$ cat src/rtl/nir_pkg.sv
`timescale 1ns / 1ps
// ----------------------------------------------------------------------------
// nir_pkg: shared types and constants of the NEC IR frame decoder
// Status codes, step numbers, register indexes and reset values, and the
// classified item that passes from the front end to the back end.
// ----------------------------------------------------------------------------
package nir_pkg;

    localparam int WIN_W   = 32;
    localparam int IVL_W   = 16;
    localparam int STEP_W  = 6;
    localparam int CFG_IDX_W = 3;
    localparam int QDEPTH  = 2;

    localparam logic [2:0] ST_IDLE         = 3'd0;
    localparam logic [2:0] ST_TIMING_ERR   = 3'd1;
    localparam logic [2:0] ST_CHECKSUM_ERR = 3'd2;
    localparam logic [2:0] ST_PACKET       = 3'd3;
    localparam logic [2:0] ST_REPEAT       = 3'd4;

    localparam logic [STEP_W-1:0] STEP_START     = 6'd2;
    localparam logic [STEP_W-1:0] STEP_FIRST_BIT = 6'd3;
    localparam logic [STEP_W-1:0] STEP_LAST_BIT  = 6'd34;
    localparam logic [STEP_W-1:0] STEP_CHECK     = 6'd35;
    localparam logic [STEP_W-1:0] STEP_REPEAT1   = 6'd36;
    localparam logic [STEP_W-1:0] STEP_REPEAT2   = 6'd37;

    localparam logic [2:0] OVF_LIMIT = 3'd4;

    localparam logic [CFG_IDX_W-1:0] CFG_START_WIN   = 3'd0;
    localparam logic [CFG_IDX_W-1:0] CFG_ONE_WIN     = 3'd1;
    localparam logic [CFG_IDX_W-1:0] CFG_ZERO_WIN    = 3'd2;
    localparam logic [CFG_IDX_W-1:0] CFG_REPEAT1_WIN = 3'd3;
    localparam logic [CFG_IDX_W-1:0] CFG_REPEAT2_WIN = 3'd4;

    localparam logic [WIN_W-1:0] RST_START_WIN   = 32'd1900569000;
    localparam logic [WIN_W-1:0] RST_ONE_WIN     = 32'd327684000;
    localparam logic [WIN_W-1:0] RST_ZERO_WIN    = 32'd170395500;
    localparam logic [WIN_W-1:0] RST_REPEAT1_WIN = 32'd1572885000;
    localparam logic [WIN_W-1:0] RST_REPEAT2_WIN = 32'd0;

    typedef struct packed {
        logic mode;
        logic in_start;
        logic in_one;
        logic in_zero;
        logic in_repeat1;
        logic in_repeat2;
    } nir_class_t;

    typedef struct packed {
        logic full;
        logic empty;
    } nir_qstat_t;

endpackage

$ cat src/rtl/nir_if.sv
`timescale 1ns / 1ps
// ----------------------------------------------------------------------------
// nir_if: channel interfaces of the NEC IR frame decoder
// Item channel (edge or overflow tick) and result channel, valid/ready.
// ----------------------------------------------------------------------------
interface nir_item_if;
    logic        valid;
    logic        ready;
    logic        mode;
    logic [15:0] interval;

    modport source (output valid, output mode, output interval, input ready);
    modport sink   (input valid, input mode, input interval, output ready);
endinterface

interface nir_result_if;
    logic       valid;
    logic       ready;
    logic [2:0] status;
    logic [7:0] address_low;
    logic [7:0] address_high;
    logic [7:0] command;
    logic       new_packet;

    modport source (output valid, output status, output address_low,
                    output address_high, output command, output new_packet,
                    input ready);
    modport sink   (input valid, input status, input address_low,
                    input address_high, input command, input new_packet,
                    output ready);
endinterface

$ cat src/rtl/nir_front.sv
`timescale 1ns / 1ps
// ----------------------------------------------------------------------------
// nir_front: item intake and interval classification
// Holds the window registers and tests each interval against every window.
// ----------------------------------------------------------------------------
module nir_front
    import nir_pkg::*;
#(
    parameter int TIME_WIDTH = 16
)
(
    input  logic                 clk,
    input  logic                 rst_n,
    input  logic                 cfg_wr_en,
    input  logic [CFG_IDX_W-1:0] cfg_index,
    input  logic [WIN_W-1:0]     cfg_wr_data,
    nir_item_if.sink             item,
    input  nir_qstat_t           qstat,
    output logic                 push,
    output nir_class_t           push_data
);

    localparam int USED_W = (TIME_WIDTH < IVL_W) ? TIME_WIDTH : IVL_W;
    localparam logic [IVL_W-1:0] T_MASK = IVL_W'((33'd1 << USED_W) - 33'd1);

    logic [WIN_W-1:0] start_win_reg;
    logic [WIN_W-1:0] one_win_reg;
    logic [WIN_W-1:0] zero_win_reg;
    logic [WIN_W-1:0] rep1_win_reg;
    logic [WIN_W-1:0] rep2_win_reg;
    logic [IVL_W-1:0] t;

    function automatic logic in_win(input logic [WIN_W-1:0] win,
                                    input logic [IVL_W-1:0] tv);
        in_win = (tv >= win[15:0]) && (tv <= win[31:16]);
    endfunction

    always_ff @(posedge clk or negedge rst_n)
    begin
        if (!rst_n)
        begin
            start_win_reg <= RST_START_WIN;
            one_win_reg   <= RST_ONE_WIN;
            zero_win_reg  <= RST_ZERO_WIN;
            rep1_win_reg  <= RST_REPEAT1_WIN;
            rep2_win_reg  <= RST_REPEAT2_WIN;
        end
        else if (cfg_wr_en)
        begin
            unique case (cfg_index)
                CFG_START_WIN:   start_win_reg <= cfg_wr_data;
                CFG_ONE_WIN:     one_win_reg   <= cfg_wr_data;
                CFG_ZERO_WIN:    zero_win_reg  <= cfg_wr_data;
                CFG_REPEAT1_WIN: rep1_win_reg  <= cfg_wr_data;
                CFG_REPEAT2_WIN: rep2_win_reg  <= cfg_wr_data;
                default:         ;
            endcase
        end
    end

    assign t          = item.interval & T_MASK;
    assign item.ready = !qstat.full;
    assign push       = item.valid && !qstat.full;

    always_comb
    begin
        push_data.mode       = item.mode;
        push_data.in_start   = in_win(start_win_reg, t);
        push_data.in_one     = in_win(one_win_reg, t);
        push_data.in_zero    = in_win(zero_win_reg, t);
        push_data.in_repeat1 = in_win(rep1_win_reg, t);
        push_data.in_repeat2 = in_win(rep2_win_reg, t);
    end

endmodule

$ cat src/rtl/nir_queue.sv
`timescale 1ns / 1ps
// ----------------------------------------------------------------------------
// nir_queue: two-entry queue between front end and back end
// Carries classified items; push and pop may happen in the same cycle.
// ----------------------------------------------------------------------------
module nir_queue
    import nir_pkg::*;
(
    input  logic       clk,
    input  logic       rst_n,
    input  logic       push,
    input  nir_class_t push_data,
    input  logic       pop,
    output nir_class_t head,
    output nir_qstat_t qstat,
    output logic [$clog2(QDEPTH+1)-1:0] level
);

    localparam int PTR_W = $clog2(QDEPTH);
    localparam int CNT_W = $clog2(QDEPTH + 1);

    nir_class_t       mem [QDEPTH];
    logic [PTR_W-1:0] wr_ptr_reg;
    logic [PTR_W-1:0] rd_ptr_reg;
    logic [CNT_W-1:0] count_reg;

    function automatic logic [PTR_W-1:0] bump(input logic [PTR_W-1:0] p);
        bump = (p == PTR_W'(QDEPTH - 1)) ? '0 : p + PTR_W'(1);
    endfunction

    always_ff @(posedge clk)
    begin
        if (push)
            mem[wr_ptr_reg] <= push_data;
    end

    always_ff @(posedge clk or negedge rst_n)
    begin
        if (!rst_n)
        begin
            wr_ptr_reg <= '0;
            rd_ptr_reg <= '0;
            count_reg  <= '0;
        end
        else
        begin
            if (push)
                wr_ptr_reg <= bump(wr_ptr_reg);
            if (pop)
                rd_ptr_reg <= bump(rd_ptr_reg);
            if (push && !pop)
                count_reg <= count_reg + CNT_W'(1);
            else if (pop && !push)
                count_reg <= count_reg - CNT_W'(1);
        end
    end

    assign head        = mem[rd_ptr_reg];
    assign qstat.full  = (count_reg == CNT_W'(QDEPTH));
    assign qstat.empty = (count_reg == '0);
    assign level       = count_reg;

endmodule

$ cat src/rtl/nir_back.sv
`timescale 1ns / 1ps
// ----------------------------------------------------------------------------
// nir_back: frame sequencer and result register
// Advances the edge step, stores data bits, checks the checksum, tracks
// repeat codes and overflow ticks, and holds the result for transfer.
// ----------------------------------------------------------------------------
module nir_back
    import nir_pkg::*;
(
    input  logic       clk,
    input  logic       rst_n,
    input  nir_class_t head,
    input  nir_qstat_t qstat,
    output logic       pop,
    nir_result_if.source result
);

    logic [STEP_W-1:0] step_reg,   step_next;
    logic [7:0]        addr_low_reg,  addr_low_next;
    logic [7:0]        addr_high_reg, addr_high_next;
    logic [7:0]        command_reg,   command_next;
    logic [7:0]        cmd_inv_reg,   cmd_inv_next;
    logic [2:0]        status_reg,    status_next;
    logic [2:0]        ovf_reg,       ovf_next;
    logic              newp_next;
    logic              out_valid_reg;
    logic [2:0]        out_status_reg;
    logic [7:0]        out_addr_low_reg;
    logic [7:0]        out_addr_high_reg;
    logic [7:0]        out_command_reg;
    logic              out_newp_reg;
    logic [STEP_W-1:0] s;
    logic [4:0]        bit_idx;
    logic [31:0]       frame;

    assign pop = !qstat.empty && (!out_valid_reg || result.ready);

    always_comb
    begin
        step_next      = step_reg;
        status_next    = status_reg;
        ovf_next       = ovf_reg;
        newp_next      = 1'b0;
        s              = step_reg + STEP_W'(1);
        bit_idx        = 5'(s - STEP_FIRST_BIT);
        frame          = {cmd_inv_reg, command_reg, addr_high_reg, addr_low_reg};

        if (head.mode)
        begin
            if (status_reg == ST_REPEAT)
                ovf_next = ovf_reg + 3'd1;
            if (ovf_next == OVF_LIMIT)
            begin
                step_next   = '0;
                status_next = ST_IDLE;
            end
        end
        else
        begin
            ovf_next  = '0;
            step_next = s;
            priority if (s == STEP_START)
            begin
                if (!head.in_start)
                begin
                    step_next   = '0;
                    status_next = ST_TIMING_ERR;
                end
            end
            else if (s >= STEP_FIRST_BIT && s <= STEP_LAST_BIT)
            begin
                if (head.in_one || head.in_zero)
                    frame[bit_idx] = head.in_one;
                else
                begin
                    step_next   = '0;
                    status_next = ST_TIMING_ERR;
                end
            end
            else if (s == STEP_CHECK)
            begin
                if (command_reg == ~cmd_inv_reg)
                begin
                    status_next = ST_PACKET;
                    newp_next   = 1'b1;
                end
                else
                begin
                    step_next   = '0;
                    status_next = ST_CHECKSUM_ERR;
                end
            end
            else if (s == STEP_REPEAT1)
            begin
                if (!head.in_repeat1)
                begin
                    if (head.in_start)
                        step_next = STEP_START;
                    else
                    begin
                        step_next   = '0;
                        status_next = ST_TIMING_ERR;
                    end
                end
            end
            else if (s == STEP_REPEAT2)
            begin
                if (head.in_repeat2)
                begin
                    step_next   = STEP_CHECK;
                    status_next = ST_REPEAT;
                end
                else if (head.in_start)
                    step_next = STEP_START;
                else
                begin
                    step_next   = '0;
                    status_next = ST_TIMING_ERR;
                end
            end
            else
            begin
                step_next = s;
            end
        end

        addr_low_next  = frame[7:0];
        addr_high_next = frame[15:8];
        command_next   = frame[23:16];
        cmd_inv_next   = frame[31:24];
    end

    always_ff @(posedge clk or negedge rst_n)
    begin
        if (!rst_n)
        begin
            step_reg          <= '0;
            addr_low_reg      <= '0;
            addr_high_reg     <= '0;
            command_reg       <= '0;
            cmd_inv_reg       <= '0;
            status_reg        <= ST_IDLE;
            ovf_reg           <= '0;
            out_valid_reg     <= 1'b0;
            out_status_reg    <= ST_IDLE;
            out_addr_low_reg  <= '0;
            out_addr_high_reg <= '0;
            out_command_reg   <= '0;
            out_newp_reg      <= 1'b0;
        end
        else if (pop)
        begin
            step_reg          <= step_next;
            addr_low_reg      <= addr_low_next;
            addr_high_reg     <= addr_high_next;
            command_reg       <= command_next;
            cmd_inv_reg       <= cmd_inv_next;
            status_reg        <= status_next;
            ovf_reg           <= ovf_next;
            out_valid_reg     <= 1'b1;
            out_status_reg    <= status_next;
            out_addr_low_reg  <= addr_low_next;
            out_addr_high_reg <= addr_high_next;
            out_command_reg   <= command_next;
            out_newp_reg      <= newp_next;
        end
        else if (result.ready)
        begin
            out_valid_reg <= 1'b0;
        end
    end

    assign result.valid        = out_valid_reg;
    assign result.status       = out_status_reg;
    assign result.address_low  = out_addr_low_reg;
    assign result.address_high = out_addr_high_reg;
    assign result.command      = out_command_reg;
    assign result.new_packet   = out_newp_reg;

endmodule

$ cat src/rtl/nec_ir_frame_decoder_top.sv
`timescale 1ns / 1ps
// NEC IR frame decoder. Each item is a falling edge with its timer interval
// or a timer overflow tick, and each gives exactly one result. One item is
// taken every clock cycle while the queue is not full, which depends on the
// result channel. Each item is stored in the two-entry queue after the
// window compares, then the frame sequencer registers its result. The user
// is to write window registers through the plain write port while idle;
// the block itself does not enforce this.
// ----------------------------------------------------------------------------
// nec_ir_frame_decoder_top: NEC IR frame decoder top level
// Front end classifies intervals, queue decouples, back end sequences frames.
// ----------------------------------------------------------------------------
module nec_ir_frame_decoder_top
    import nir_pkg::*;
#(
    parameter int TIME_WIDTH = 16
)
(
    input  logic                 clk,
    input  logic                 rst_n,
    input  logic                 cfg_wr_en,
    input  logic [CFG_IDX_W-1:0] cfg_index,
    input  logic [WIN_W-1:0]     cfg_wr_data,
    nir_item_if.sink             item,
    nir_result_if.source         result
);

    nir_class_t push_data;
    nir_class_t head;
    nir_qstat_t qstat;
    logic       push;
    logic       pop;
    logic [$clog2(QDEPTH+1)-1:0] level;

    nir_front #(
        .TIME_WIDTH (TIME_WIDTH)
    ) u_front (
        .clk         (clk),
        .rst_n       (rst_n),
        .cfg_wr_en   (cfg_wr_en),
        .cfg_index   (cfg_index),
        .cfg_wr_data (cfg_wr_data),
        .item        (item),
        .qstat       (qstat),
        .push        (push),
        .push_data   (push_data)
    );

    nir_queue u_queue (
        .clk       (clk),
        .rst_n     (rst_n),
        .push      (push),
        .push_data (push_data),
        .pop       (pop),
        .head      (head),
        .qstat     (qstat),
        .level     (level)
    );

    nir_back u_back (
        .clk    (clk),
        .rst_n  (rst_n),
        .head   (head),
        .qstat  (qstat),
        .pop    (pop),
        .result (result)
    );

    a_packet_status: assert property (@(posedge clk) disable iff (!rst_n)
        result.valid && result.new_packet |-> result.status == ST_PACKET)
        else $error("packet pulse without packet status");

    a_item_tracked: assert property (@(posedge clk) disable iff (!rst_n)
        item.valid && item.ready |=> (level != '0) || result.valid)
        else $error("transferred item neither queued nor presented");

    a_pop_nonempty: assert property (@(posedge clk) disable iff (!rst_n)
        pop |-> level != '0)
        else $error("back end took an item from an empty queue");

endmodule

$ cat src/flat_wrapper.sv
// flat-port wrapper written by rule: the top's interface ports become plain ports
module nec_ir_frame_decoder_top_flat import nir_pkg::*;
#(
    parameter int TIME_WIDTH = 16
)
  (clk, rst_n, cfg_wr_en, cfg_index, cfg_wr_data, item_valid, item_mode, item_interval, item_ready, result_valid, result_status, result_address_low, result_address_high, result_command, result_new_packet, result_ready);
  nir_item_if item_i ();
  nir_result_if result_i ();
  input  logic clk;
  input  logic rst_n;
  input  logic cfg_wr_en;
  input  logic [CFG_IDX_W-1:0] cfg_index;
  input  logic [WIN_W-1:0] cfg_wr_data;
  input wire logic [$bits(item_i.valid)-1:0] item_valid;
  input wire logic [$bits(item_i.mode)-1:0] item_mode;
  input wire logic [$bits(item_i.interval)-1:0] item_interval;
  output wire logic [$bits(item_i.ready)-1:0] item_ready;
  output wire logic [$bits(result_i.valid)-1:0] result_valid;
  output wire logic [$bits(result_i.status)-1:0] result_status;
  output wire logic [$bits(result_i.address_low)-1:0] result_address_low;
  output wire logic [$bits(result_i.address_high)-1:0] result_address_high;
  output wire logic [$bits(result_i.command)-1:0] result_command;
  output wire logic [$bits(result_i.new_packet)-1:0] result_new_packet;
  input wire logic [$bits(result_i.ready)-1:0] result_ready;
  assign item_i.valid = item_valid;
  assign item_i.mode = item_mode;
  assign item_i.interval = item_interval;
  assign item_ready = item_i.ready;
  assign result_valid = result_i.valid;
  assign result_status = result_i.status;
  assign result_address_low = result_i.address_low;
  assign result_address_high = result_i.address_high;
  assign result_command = result_i.command;
  assign result_new_packet = result_i.new_packet;
  assign result_i.ready = result_ready;
  nec_ir_frame_decoder_top #(.TIME_WIDTH(TIME_WIDTH)) u_core (.clk(clk), .rst_n(rst_n), .cfg_wr_en(cfg_wr_en), .cfg_index(cfg_index), .cfg_wr_data(cfg_wr_data), .item(item_i), .result(result_i));
endmodule
$ cat config.mk
export PLATFORM = sky130hd
export DESIGN_NAME = nec_ir_frame_decoder_top_flat
export DESIGN_NICKNAME = d
export VERILOG_FILES = /design/src/rtl/nir_pkg.sv /design/src/rtl/nir_if.sv /design/src/rtl/nir_front.sv /design/src/rtl/nir_queue.sv /design/src/rtl/nir_back.sv /design/src/rtl/nec_ir_frame_decoder_top.sv /design/src/flat_wrapper.sv
export SDC_FILE = /design/constraint.sdc
export NUM_CORES = 1
export LEC_CHECK = 0
export BUFFER_PORTS_ARGS = -buffer_cell sky130_fd_sc_hd__buf_2
export CORE_UTILIZATION = 57
export CTS_BUF_LIST = sky130_fd_sc_hd__clkbuf_4
export CTS_CLUSTER_SIZE = 12
export DETAILED_ROUTE_END_ITERATION = 6
export HOLD_SLACK_MARGIN = 0.02
export PLACE_DENSITY = 0.79
export SLEW_MARGIN = 10
export SYNTH_ARGS = -nofsm -noshare
export SYNTH_HDL_FRONTEND = slang
export SYNTH_SLANG_ARGS = --single-unit
$ cat constraint.sdc
create_clock -name clk -period 2.7 [get_ports clk]
set_clock_uncertainty 0.2 [all_clocks]
set_input_delay 0.54 -clock clk [delete_from_list [all_inputs] [get_ports clk]]
set_output_delay 0.54 -clock clk [all_outputs]
set_load 0.02 [all_outputs]
==> summary.md, run 1 <==
| Metric | Value |
|---|---|
| Status | finished, violations left |
| Ports | 87 |
| Site Rows | 55 |
| Worst vdd ir | 564 µV |
| Synth warnings | 0 |
| Final instance area | 0.0168 mm² |
| Leakage power | 8.11 nW |
| PortBufs | 86 |
| Max_cap viols | 0 |
| Overall routing resource usage | 0.308 |
| Crit path DAT | 3580 ps |
| Tmin final | 3180 ps |
| CP Capture Type | flip-flop |
| Initial Utilization | 0.584 |
| Initial antenna violation count | 1 |
| Filler Cell Count | 1499 |
| Post-synth ARST share | 0.946 |
| RD Place Congestion | 0.951 |
| Clk buf depth | 3 |
| Fmax achieved | 315 MHz |
| Root Driver | clkbuf_4 |
| CP Data Required Time | 3110 ps |
| DPL Wire Length | 24200 µm |
| Startpoint class of the critical path | flip-flop |
| CTS Sinks | 222 |
| # setup viols final | 41 |
| Total wire length | 38200 µm |
| Antenna Nets Post-Route | 0 |
| Post-Syn Area | 0.0133 mm² |
| Die X | 155 µm |
| GRT Residual Overflow | 0 |
| RSZ-0062 raised after global routing | yes |
| # DRC | 4 |
| Vias | 11.5k |
| Synthesized area per cell | 9.78 µm² |
| Chip Height | 155 µm |
| Cell variety after synth | 66 |
| Fin. Hold Viols | 0 |
| CTS Buf Count | 60 |
| First-pass GRT wire length | 58400 µm |
| Die ar. | 0.0239 mm² |
| Seq/Total Area, Yosys | 0.428 |
| Clk_lat worst skew | 750 ps |
| Setup Crit Path Kind | flip-flop to flip-flop |
| Hold WC Path Type | input port to flip-flop |
| Post-DP Area | 0.0146 mm² |
| CTS tree | built |
| Final nets | 1833 |
| Area growth syn-to-layout | 26.4% |
| Dpl ws | -257 ps |
| Reg clk slew, reported paths | 70 ps |
| Crit-path max FO | 5 |
| Slew margin rel. | 0.587 |
| Number of synthesized flops with an enable pin | 12 |
| Net Count, Synth | 1581 |
| Crit share post-route | 1.18 |
| Share of cells above drive strength 1 | 0.313 |
| Least-Margin Pin Slew | 620 ps |
| Pwr dens | 896 mW/mm² |
| Largest net degree at the start of global routing | 66 |
| Synth Flop Type | dfrtp_1 |
| Initial drt markers | 890 |
| Post-synthesis register bit count | 222 |
| Setup TNS | -10670 ps |
| Core area | 0.0227 mm² |
| Vias in the first global route | 11.7k |
| Via density | 5.90 |
| Drt wl/cell | 19.6 µm |
| Setup WS post-layout | -476 ps |
| Mapped Cells | 1355 |
| Pre-Repair DR Iteration Count | 7 |
| CTS H-tree depth | 2 |
| Violated checks | design-rule violations, negative setup slack |
| Final slew viol count | 0 |
-- layout make-up --
cell class	count	area [µm²]	share of cell area
antenna	1	2.50	0.000149
clock buffer	105	788	0.0470
clock inverter	9	70.1	0.00418
inverter	162	608	0.0363
multi-input combinational	930	7480	0.447
sequential	222	5670	0.339
tap	285	357	0.0213
timing repair buffer	231	1780	0.106
-- per-layer routing --
| layer | track usage | vias to the layer above | routed length (µm) |
|---|---|---|---|
| met3 | 0.0552 | 185 | 2870 |
| met2 | 0.507 | 522 | 18100 |
| met4 | 0.151 | 0 | 2020 |
| met5 | 0 | - | 0 |
| met1 | 0.394 | 5512 | 15200 |
| li1 | - | 5266 | - |
-- cells in the final DEF, fill, tap and decap left out, types with 15 or more instances in the layout --
cell / instances
a21o_1: 45
a21oi_1: 45
buf_2: 85
buf_4: 87
clkbuf_4: 105
dfrtp_1: 163
dfstp_2: 45
dlygate4sd3_1: 38
ha_1: 166
inv_1: 160
mux2_2: 59
mux2_4: 17
nand2_1: 154
nand2b_1: 15
nand4_1: 26
nor2_1: 24
nor2b_1: 15
o21ai_0: 158
-- through the flow --
stage          std cells  total power (W)  hold slack [ps]  utilization
3_5_place_dp        1768          0.00957              283        0.645
2_1_floorplan       1355          0.00779             44.4            -
6_report            1945           0.0150             45.1        0.738
3_3_place_gp        1768          0.00937              274        0.645
5_1_grt             1945           0.0159             55.5        0.738
4_1_cts             1937           0.0138             26.6        0.718
-- critical path, cell delays in order (launching register included) --
cell	delay [ps]
dfrtp_2	470
ha_4	210
buf_6	130
nor3_4	190
o211ai_1	110
buf_4	180
buf_6	120
buf_4	120
a22oi_1	240
o21ai_0	170
a21o_1	320
o41ai_2	380
mux2_4	210
-- worst paths after layout --
path	slack [ps]	endpoint	cells past startpoint	from
worst min-delay path	50	u_core.u_front.zero_win_reg[1]	4	cfg_index[0]
min in group asynchronous	200	u_core.u_front.start_win_reg[6]	2	rst_n
worst max-delay path	-480	u_core.u_back.step_reg[2]	12	u_core.u_back.step_reg[1]
max in group asynchronous	1260	u_core.u_front.rep1_win_reg[24]	3	rst_n
worst max register to register	-480	u_core.u_back.step_reg[2]	12	u_core.u_back.step_reg[1]
worst min register to register	290	u_core.u_back.result.new_packet	1	u_core.u_back.result.new_packet
-- logic make-up after synthesis --
family | synth area share
xor gates and xnor gates | 0.0165
muxes | 0.0676
buffers and inverters | 0.0590
AOI/OAI and AO/OA | 0.152
adders and majority gates | 0.160
and+or+nand+nor | 0.117
DFF | 0.428
-- cells in the mapped netlist (11+ instances only) --
library cell	count	area, µm²
a21o_1	45	338
a21oi_1	46	230
clkbuf_1	30	113
dfrtp_1	165	4130
dfstp_2	45	1180
edfxtp_1	12	360
ha_1	169	2110
inv_1	161	604
mux2_2	76	856
nand2_1	166	623
nand2b_1	15	93.8
nand3_1	17	85.1
nand4_1	26	163
nor2_1	44	165
nor2b_1	15	93.8
nor3_1	19	95.1
o21a_1	11	82.6
o21ai_0	161	806
xnor2_1	11	96.3
xor2_1	14	123
-- report_power, final --
| group | internal, W | total (W) | switching (W) | leakage, nW |
|---|---|---|---|---|
| clock network | 0.00183 | 0.00333 | 0.00150 | 0.516 |
| logic | 0.00305 | 0.00702 | 0.00398 | 4.94 |
| registers | 0.00422 | 0.00466 | 0.000433 | 2.66 |
| total | 0.00911 | 0.0150 | 0.00591 | 8.11 |
-- timing repair --
action / CTS / global route
hold buffers: 38 / 0
pin swaps: 24 / 43
setup endpoints to repair: 41 / 44
endpoints found under the hold margin: 213 / 0
setup buffers: 17 / 7
gates resized for setup: 55 / 96
Power figures use the tool's default switching activity.
==> run 2: changes to the inputs <==
MAX_ROUTING_LAYER = met4   (was default)
SKIP_CTS_REPAIR_TIMING = 1   (was default)
==> run 2 against run 1 <==
The flow still finishes with violations (design-rule violations, negative setup slack). Setup slack improved by 130 ps. Critical path depth fell by 1. Via count fell by 1.8%. Clock power fell by 8.1%. Worst hold slack improved by 53 ps. Sequential share of layout area rose by 0.44 points. Sequential power barely moved. Non-clock buffer count fell by 12. Die area did not move. Register-to-register slack improved by 130 ps. Largest power group unchanged.
==> summary.md, run 2 (same netlist as run 1, synthesis figures left out) <==
| Metric | Value |
|---|---|
| Max_cap viols | 0 (unchanged) |
| Initial Utilization | 0.584 (unchanged) |
| Hold WC Path Type | input port to flip-flop |
| Least-Margin Pin Slew | 616 ps (-3.74 ps) |
| Total net switching power | 0.00554 W (-6.1%) |
| Setup Crit Path Kind | flip-flop to flip-flop |
| Root Driver | clkbuf_4 |
| R2R Path Start | u_core.u_back.step_reg[1] |
| Clk_lat worst skew | 700 ps (-50 ps) |
| Hold Crit Depth | 4 (unchanged) |
| Total wire length | 36900 µm (-3.5%) |
| Area growth syn-to-layout | 24.8% |
| Tmin final | 3050 ps (-128 ps) |
| Commonest non-fill, non-tap cell in the layout | ha_1 |
| Most frequent cells in the layout | ha_1 (167), nand2_1 (165), dfrtp_1 (164) |
| Setup TNS | -11170 ps (-502 ps) |
| Violated checks | design-rule violations, negative setup slack |
| Crit path max-delay cell type | dfrtp_1 |
| CP Capture Type | flip-flop |
| Final slew viol count | 0 (unchanged) |
| Core area | 0.0227 mm² (unchanged) |
| RD Place Congestion | 0.952 (about the same) |
| Die ar. | 0.0239 mm² (unchanged) |
| Vias in the first global route | 11.2k (-4.4%) |
| Dpl cells | 1767 (-0.057%) |
| Clk pwr share | 0.216 (-0.006) |
| Slew margin rel. | 0.588 (+0.000978) |
| CTS H-tree depth | 2 (unchanged) |
| Int Pwr | 0.00864 W (-5.1%) |
| Setup WS post-layout | -348 ps (+128 ps) |
| GRT Residual Overflow | 0 (unchanged) |
| Sw Share | 0.391 (-0.00253) |
| Vias | 11.3k (-1.8%) |
| CTS Sinks | 222 (unchanged) |
| Antenna Nets Post-Route | 0 (unchanged) |
| Overall routing resource usage | 0.298 (-0.00977) |
| Share of cells above drive strength 1 | 0.292 (-0.0207) |
| Cell Count, Final, Fillers Out | 1930 (-0.77%) |
| Site Rows | 55 (unchanged) |
| RSZ-0062 raised after global routing | yes |
| CP most frequent cell | buf_4 |
| CTS Buf Count | 59 (-1.7%) |
| Die X | 155 µm (unchanged) |
| Ports | 87 (unchanged) |
| Crit path DAT | 3420 ps (-160 ps) |
| Reg power frac | 0.327 (+0.017) |
| PortBufs | 86 (unchanged) |
| Drt wl/cell | 19.1 µm (-2.7%) |
| Leakage power | 7.98 nW (-1.7%) |
| Startpoint class of the critical path | flip-flop |
| FF-to-FF End | u_core.u_back.cmd_inv_reg[3] |
| Combinational Power Share | 0.458 (-0.010) |
| Min-delay src | cfg_index[0] |
| Filler Cell Count | 1553 (+3.6%) |
| Chip Height | 155 µm (unchanged) |
| First-pass GRT wire length | 54300 µm (-7.0%) |
| Fmax achieved | 328 MHz (+4.2%) |
| CP Data Required Time | 3080 ps (-30 ps) |
| Pwr dens | 857 mW/mm² (-4.3%) |
| R2R depth | 11 (-1) |
| CTS tree | built |
| # setup viols final | 41 (unchanged) |
| Largest net degree at the start of global routing | 63 (-4.5%) |
| Initial antenna violation count | 2 (+1) |
| DPL Wire Length | 24800 µm (+2.3%) |
| Crit-path max FO | 7 (+2) |
| Fin. Hold Viols | 0 (unchanged) |
| CP cell instances | ha_2, buf_6, nand4_1, buf_4, xnor2_4, a211oi_4, nor4_2, buf_4, nand3_4, nor2_1, mux2_2 |
| Reg clk slew, reported paths | 70 ps (about the same) |
| Initial drt markers | 751 (-16%) |
| Min-Delay Endpoint | u_core.u_front.zero_win_reg[3] |
| Via density | 5.84 (-1.1%) |
| # DRC | 2 (-2) |
| Worst vdd ir | 525 µV (-6.9%) |
| Slowest stage delay, CP | 430 ps (-40 ps) |
| R2r setup slk | -350 ps (+130 ps) |
| Clk buf depth | 3 (unchanged) |
| Status | finished, violations left |
| Crit share post-route | 1.13 (-0.0473) |
| Final nets | 1820 (-0.71%) |
| Worst hold margin | 98.2 ps (+53.1 ps) |
| Pre-Repair DR Iteration Count | 7 (unchanged) |
[run 2: worst max-delay path by stage]
stage | start | to
finish | u_core.u_back.step_reg[1] | u_core.u_back.cmd_inv_reg[3]
global route | u_core.u_back.step_reg[1] | u_core.u_back.cmd_inv_reg[3]
CTS | u_core.u_back.step_reg[1] | u_core.u_back.cmd_inv_reg[7]
detailed placement | u_core.u_back.step_reg[1] | u_core.u_back.cmd_inv_reg[7]
global placement | item_interval[9] | u_core.u_queue.mem[0][2]
floorplan | u_core.u_back.step_reg[1] | u_core.u_back.result.status[2]
[run 2: routing by layer]
metal / track usage / share of wire / up-vias
met2: 0.477 / 0.48 / 484
li1: - / - / 5232
met5: - / 0 / -
met1: 0.363 / 0.41 / 5415
met3: 0.0614 / 0.069 / 142
met4: 0.140 / 0.043 / 0
[run 2: final cells by class]
cell class | count | area, µm² | area share
Multi-Input combinational cell | 930 | 7440 | 0.450
Clock inverter | 20 | 108 | 0.00651
Inverter | 162 | 608 | 0.0368
Antenna cell | 2 | 5.00 | 0.000303
Tap cell | 285 | 357 | 0.0216
Timing Repair Buffer | 219 | 1670 | 0.101
Clock buffer | 90 | 676 | 0.0408
Sequential cell | 222 | 5670 | 0.343
[run 2: critical path, delay by kind of cell (launching register included)]
kind,cells,cell delay [ps]
AO/OA/AOI/OAI,1,90
XOR/XNOR,1,270
adder cells (fa/ha/maj),1,220
flip-flops,1,430
buffers and inverters,3,590
multiplexers,1,350
AND/OR/NAND/NOR,4,760
[run 2: power groups by stage]
stage | Combinational [W] | Sequential (W) | Clock, W
finish | 0.00649 | 0.00463 | 0.00306
global route | 0.00702 | 0.00470 | 0.00327
CTS | 0.00504 | 0.00459 | 0.00311
detailed placement | 0.00500 | 0.00465 | 0
global placement | 0.00481 | 0.00461 | 0
floorplan | 0.00314 | 0.00465 | 0
[run 2: per-stage QoR]
stage          area, µm²  setup WS [ps]  total power [W]   util
6_report           16500           -348           0.0142  0.728
5_1_grt            16500           -457           0.0150  0.728
4_1_cts            15400           -252           0.0127  0.679
3_5_place_dp       14600           -228          0.00965  0.645
3_3_place_gp       14600           -139          0.00942  0.645
2_1_floorplan      13300           -211          0.00779      -
